### src/rtl/core/ffpa_ram.sv
module ffpa_ram #(
  parameter int WIDTH = 8,
  parameter int DEPTH = 16
) (
  input  logic                     clk,
  input  logic                     wr_en,
  input  logic [$clog2(DEPTH)-1:0] wr_addr,
  input  logic [WIDTH-1:0]         wr_data,
  input  logic [$clog2(DEPTH)-1:0] rd_addr,
  output logic [WIDTH-1:0]         rd_data
);
  logic [WIDTH-1:0] mem [DEPTH];

  always_ff @(posedge clk) begin
    if (wr_en) begin
      mem[wr_addr] <= wr_data;
    end
    rd_data <= mem[rd_addr];
  end
endmodule

### config.mk
export PLATFORM = sky130hd
export DESIGN_NAME = ffpa_ram
export DESIGN_NICKNAME = d
export VERILOG_FILES = /design/src/rtl/core/ffpa_ram.sv
export SDC_FILE = /design/constraint.sdc
export NUM_CORES = 1
export LEC_CHECK = 0
export ABC_CLOCK_PERIOD_IN_PS = 3000
export BUFFER_PORTS_ARGS = -buffer_cell sky130_fd_sc_hd__clkbuf_2
export CAP_MARGIN = 0
export CORE_UTILIZATION = 40
export CTS_CLUSTER_DIAMETER = 120
export CTS_CLUSTER_SIZE = 8
export DETAILED_ROUTE_END_ITERATION = 10
export GPL_TIMING_DRIVEN = 0
export MAX_ROUTING_LAYER = met4
export PLACE_DENSITY_LB_ADDON = 0.25
export SLEW_MARGIN = 0
export SYNTH_ARGS = -nofsm -noshare
export SYNTH_HDL_FRONTEND = slang
export SYNTH_SLANG_ARGS = --single-unit
export TNS_END_PERCENT = 100
### constraint.sdc
create_clock -name clk -period 3 [get_ports clk]
set_clock_uncertainty 0.2 [all_clocks]
set_input_delay 0.9 -clock clk [delete_from_list [all_inputs] [get_ports clk]]
set_output_delay 0.9 -clock clk [all_outputs]
set_load 0.02 [all_outputs]
* Yosys cells after proc, flatten, opt, wreduce, memory -nomap -nowiden
Memory sizes are Yosys's and may differ from the RTL's. A register that Yosys moved wholly into a read port is not among the register bits.
Cells that the tools add are included.
W data, S select, Z words.
** Word-level totals
- Register bits :: 0
- Latch bits :: 0
- Memory bits (writable) :: 128
- Memory bits (read-only) :: 0
- Output and inout port bits :: 8
- Memories kept :: 1
** Memories
- mem :: depth 16, bits a word 8, rd ports 1, clocked after memory_dff 1, write ports 1, line 12 : logic [WIDTH-1:0] mem [DEPTH];
** Cells by class
- $add $sub $neg :: 0
- Multipliers :: 0
- Divide/modulo/power cells :: 0
- $lt $le $gt $ge :: 0
- Equal/unequal tests :: 0
- Shifts and indexed selects :: 0
- Mux-type cells :: 2
- Bitwise operators :: 0
- Reduce and logical (&&, ||, !) cells :: 0
** Operators with widths (number)
- $mux W1 :: 2

* Depth between registers and ports, before layout
Gate-level depths: netlist of run 1.
- Word-level depth :: 2
- Gate-level depth with buffers :: 5

* Worst setup path before layout of run 1
Ideal clock, no wire load.
- Path kind :: input to register
- From :: input port wr_addr[2]
- To :: memory mem[0][0], enable pin
- Setup time :: 0.383 ns
- Arrival time :: 2.010 ns
- Required time :: 2.417 ns
- Setup slack :: 0.407 ns
- Stages :: 2
- Buffers on the path :: 0
- Cell sequence :: or3b_2 > nor3_1
** RTL lines
- from (decl) :: line 7 : input logic [$clog2(DEPTH)-1:0] wr_addr,
- to (decl) :: line 12
Straight into the memory's write port.

* Final worst setup path of run 1
- From :: input port wr_addr[3]
- To :: memory mem[4][2], enable pin
Straight into the memory's write port.

==> impl_metrics.toml, run 1 <==
[critical_path]
cp_cell_sequence = "clkbuf_2, nand3b_1, nor3_1"
path_max_fanout = 8
max_stage_delay_ns = 0.99
worstSetupPathType = "primary input to flop"
worstPathRequired_ns = 2.83
cp.arrival_ns = 2.22
critPathCaptureType = "flop"
reg2reg_slack_ns = 1.32
cp_slowest_cell = "nor3_1"
start_kind = "primary input"

[global_routing]
grt_pass1_wl_um = 14900
grt.total_usage = 0.175
grt_pass1_vias = 2387
grt_max_degree = 17
grt_overflow = 0
antenna_found_initial = 0

[sta]
final.setup.tns_ns = 0
period_share = 0.797
finalSetupViolations = 0
min_period_ns = 2.39
fmax_ghz = 0.418
hold_ws_ns = 0.479
worst_slew_pin_slew_ns = 1.27
slew_headroom = 0.146
maxSlewViolCount = 0
rsz0062_at_grt = "false"
fin_ws_ns = 0.609
hold_viol = 0

[synth]
syn-num-nets = 247
ys_warn_count = 0
synth_cell_types = 19
synth_cells = 229
yosysSeqAreaShare = 0.778
synth_area_um2 = 5150
synth.avg_cell_area_um2 = 22.5
ys_seq_elements = 136

[cts]
clock_sinks = 136
cts_resized = 0
clockBufferDepth = 2
cts_buffers = 17
clkSlewWorstSetupHoldPaths_ns = 0.05
cts_tree = "built"
cts-root-buf = "clkbuf_16"
clock_latency_ns = 0.42
htree_num_levels = 4
post_cts_buffers = 0
postCtsHoldBufs = 0

[cells_and_area]
area_delta_synth_final_pct = 17.2
final_util = 0.480
final_nets = 291
drive_above_1_share = 0.277
diodes = 0
n_fill_cell = 1038
layout.cells.non_filler = 457
final_cell_mix = "edfxtp_1, clkbuf_2, mux4_2"
final_common_cell = "edfxtp_1"

[detailed_routing]
routed_wl_um = 9940
antenna_left = 0
vias = 2311
drt_iter0_drc = 95
route.detailed.drc = 0
viasPerCell = 5.06
dr.pass1.iters = 4
wl_per_cell_um = 21.7

[power]
p_per_area_nw_per_um2 = 704
p_leak_uw = 0.00201
ir_drop_mv = 0.366

[floorplan]
fp-row-count = 41
die_area_um2 = 13300
core_area_um2 = 12600
start_util = 0.410
die_w_um = 115
num_io_pins = 26
die_h_um = 115

[place]
hpwlAfterDp_um = 6210
post-place-ws_ns = -0.197
place.gp.congestion = 0.724
place_inst = 425
numPortBuffers = 24

[hold_path]
hold_class = "flop to flop"

[status]
status = "finished clean"

[job]
drv_cap = 0
report_power, final:
part           internal [uW]  leakage, uW  switching, uW
clock                   1190     0.000266            701
combinational           84.0     0.000525            130
sequential              2130      0.00122           9.57
critical path: cells and delay by family:
kind / cells / cell delay (ns)
and+or+nand+nor: 2 / 1.20
buffers and inverters: 1 / 0.11
final timing paths:
| kind | from | end | cells past startpoint |
|---|---|---|---|
| setup / recovery | wr_addr[3] | mem[4][2] | 3 |
| hold / removal | mem[8][3] | rd_data[3] | 3 |
| setup reg to reg | mem[5][0] | rd_data[0] | 3 |
| hold reg to reg | mem[8][3] | rd_data[3] | 3 |
logic make-up after synthesis:
logic type,synth area share
AO/OA/AOI/OAI,0.0233
AND/OR/NAND/NOR,0.0318
buffers and inverters,0.0168
flip-flops,0.778
multiplexers,0.150
stage by stage:
| step | total power (uW) | area [um2] |
|---|---|---|
| 6_report | 4240 | 6030 |
| 3_3_place_gp | 2390 | 5480 |
| 4_1_cts | 4280 | 6020 |
| 3_5_place_dp | 2400 | 5480 |
| 5_1_grt | 4380 | 6030 |
| 2_1_floorplan | 2300 | 5150 |
layer usage:
layer	global-route usage	share of wire
met5	-	0
met4	0.0745	0.012
met3	0.0492	0.053
met2	0.259	0.51
met1	0.227	0.43
state kept, by name (all words and copies together), names as in the netlist:
name and cells:
mem 128, rd_data 8
cell type report:
type / count / area [um2] / share of cell area
buffer: 10 / 86.3 / 0.0143
clock buffer: 26 / 489 / 0.0811
clock inverter: 5 / 48.8 / 0.00809
multi-input combinational: 83 / 1060 / 0.176
sequential: 136 / 4000 / 0.664
tap: 172 / 215 / 0.0357
timing repair buffer: 25 / 125 / 0.0207
synthesized netlist by cell type, drive strengths merged:
library cell / count / area (um2)
nand3: 1 / 5.00
mux4: 32 / 773
and2: 1 / 6.26
and2b: 1 / 7.51
or3b: 1 / 8.76
nor2b: 1 / 6.26
buf: 7 / 56.3
nand2: 9 / 33.8
a22oi: 16 / 120
dfxtp: 8 / 160
edfxtp: 128 / 3840
nand3b: 2 / 15.0
nand2b: 2 / 12.5
nor3: 4 / 20.0
nor2: 13 / 48.8
clkdlybuf4s25: 3 / 30.0
(Power assumes the default switching activity.)
==> run 2, diff against run 1 <==
--- a/config.mk
+++ b/config.mk
@@ -5,7 +5,7 @@
 export SDC_FILE = /design/constraint.sdc
 export NUM_CORES = 1
 export LEC_CHECK = 0
-export ABC_CLOCK_PERIOD_IN_PS = 3000
+export ABC_CLOCK_PERIOD_IN_PS = 2100
 export BUFFER_PORTS_ARGS = -buffer_cell sky130_fd_sc_hd__clkbuf_2
 export CAP_MARGIN = 0
 export CORE_UTILIZATION = 40
==> constraint.sdc (replaced) <==
create_clock -name clk -period 2.1 [get_ports clk]
set_clock_uncertainty 0.2 [all_clocks]
set_input_delay 0.63 -clock clk [delete_from_list [all_inputs] [get_ports clk]]
set_output_delay 0.63 -clock clk [all_outputs]
set_load 0.02 [all_outputs]
==> run 2 against run 1 <==
Sequential power increased by 43%. Critical path type unchanged. Sequential cell count unchanged. Non-clock buffer count fell by 1. Count of clock-buffer cells in the layout fell by 3. Register-to-register slack worse by 0.86 ns. Routed wire length decreased by 3.0%. Worst hold slack gained 0.0043 ns. Design area grew 0.93%.
==> impl_metrics.toml, run 2 (synthesized netlist as in run 1, its figures left out) <==
[status]
status = "finished clean"

[global_routing]
grt_max_degree = 17
grt.total_usage = 0.167
grt_pass1_wl_um = 14400
grt_overflow = 0
antenna_found_initial = 0
grt_pass1_vias = 2423

[floorplan]
die_area_um2 = 13300
start_util = 0.410
die_w_um = 115
fp-row-count = 41
core_area_um2 = 12600
num_io_pins = 26
die_h_um = 115

[hold_path]
hold_class = "flop to flop"
hold_depth = 3

[place]
numPortBuffers = 24
place.gp.congestion = 0.712
dpl-instance-area_um2 = 5490
hpwlAfterDp_um = 6040

[power]
clkPwrFrac = 0.453
combinationalPowerShare = 0.050
p_leak_uw = 0.00204
switching_share = 0.198
p_per_area_nw_per_um2 = 1010
power_frac_seq = 0.496
p_sw_uw = 1220
power.total_uw = 6150
p_int_uw = 4930
ir_drop_mv = 0.428

[detailed_routing]
vias = 2358
dr.pass1.iters = 4
viasPerCell = 5.16
antenna_left = 0
route.detailed.drc = 0
drt_iter0_drc = 176
wl_per_cell_um = 21.1
routed_wl_um = 9630

[sta]
worst_slew_pin_slew_ns = 0.786
hold_viol = 0
maxSlewViolCount = 0
period_share = 0.926
slew_headroom = 0.474
fmax_ghz = 0.514
min_period_ns = 1.94
finalSetupViolations = 0
hold_ws_ns = 0.483
rsz0062_at_grt = "false"

[cells_and_area]
top_register = "mem"
largest_registers = "mem (128), rd_data (8)"
final_nets = 290
final_cell_mix = "edfxtp_1, clkbuf_2, mux4_2"
drive_above_1_share = 0.319
diodes = 0
area_delta_synth_final_pct = 18.3
final_common_cell = "edfxtp_1"
n_fill_cell = 1034
final_cell_area_um2 = 6090
largest_register_ffs = 128

[cts]
cts-root-buf = "clkbuf_16"
clockBufferDepth = 2
clock_latency_ns = 0.41
clock_sinks = 136
cts_tree = "built"
htree_num_levels = 4
postCtsHoldBufs = 0
clkSlewWorstSetupHoldPaths_ns = 0.05
cts_buffers = 17

[job]
drv_cap = 0

[critical_path]
worstPathRequired_ns = 1.94
cp_cell_sequence = "clkbuf_2, or3b_2, nor2_2"
path_max_fanout = 8
start_kind = "primary input"
max_stage_delay_ns = 0.58
critPathCaptureType = "flop"
worstSetupPathType = "primary input to flop"
worstRegToRegCells = 3
cp_slowest_cell = "or3b_2"
cp.arrival_ns = 1.78
-- run 2: changes by cell type in the layout (fill, tap and decap cells not counted), moves of 2 or more --
cell	delta
clkbuf_8	+2
nor2_2	+3
nor3_2	+2
clkinv_2	+4
nor3_1	-3
nor2_1	-3
clkbuf_1	-5
-- run 2: layer usage --
layer  routed length (um)  up-vias  track usage
met4                  137        0       0.0684
met2                 4620       62        0.243
met1                 4340     1233        0.221
met5                    0        -            -
met3                  539        7       0.0497
li1                     -     1056            -
-- run 2: final timing paths --
path	slack, ns	startpoint	end
worst max-delay path	0.16	wr_addr[2]	mem[2][4]
worst min-delay path	0.48	mem[8][3]	rd_data[3]
worst min register to register	0.48	mem[8][3]	rd_data[3]
worst max register to register	0.46	mem[3][7]	rd_data[7]
-- run 2: cell type report --
class                   count  area [um2]  share of cell area
multi-input cells          83        1090               0.179
repair buffers             24         120              0.0197
flip-flops and latches    136        4000               0.658
clock buffers              23         498              0.0818
clock inverters             9        72.6              0.0119
well taps                 172         215              0.0354
plain buffers              10        86.3              0.0142
-- run 2: timing repair --
action,4_1_cts,5_1_grt
endpoints found under the setup margin,32,38
gates resized for setup,2,5
gates cloned,0,0
setup buffers,0,0
-- run 2: worst max-delay path: cells and delay by family --
kind	cells	cell delay [ns]
buf+inv	1	0.10
simple gates	2	1.05
-- run 2: stage by stage --
stage | setup slack [ns] | TNS, ns | std cells | utilization
after floorplan | 0.00385 | 0 | 229 | -
after global placement | -0.524 | -33.70 | 425 | 0.437
after detailed placement | -0.522 | -35.14 | 425 | 0.437
after CTS | -0.0510 | -0.721 | 457 | 0.483
after global routing | 0.0985 | 0 | 457 | 0.484
final | 0.156 | 0 | 457 | 0.484
-- run 2: power by group through the flow --
stage / logic (uW) / registers (uW) / clock network [uW]
2_1_floorplan: 154 / 3130 / 0
3_3_place_gp: 307 / 3100 / 0
3_5_place_dp: 312 / 3110 / 0
4_1_cts: 314 / 3050 / 2830
5_1_grt: 335 / 3050 / 2970
6_report: 310 / 3050 / 2790
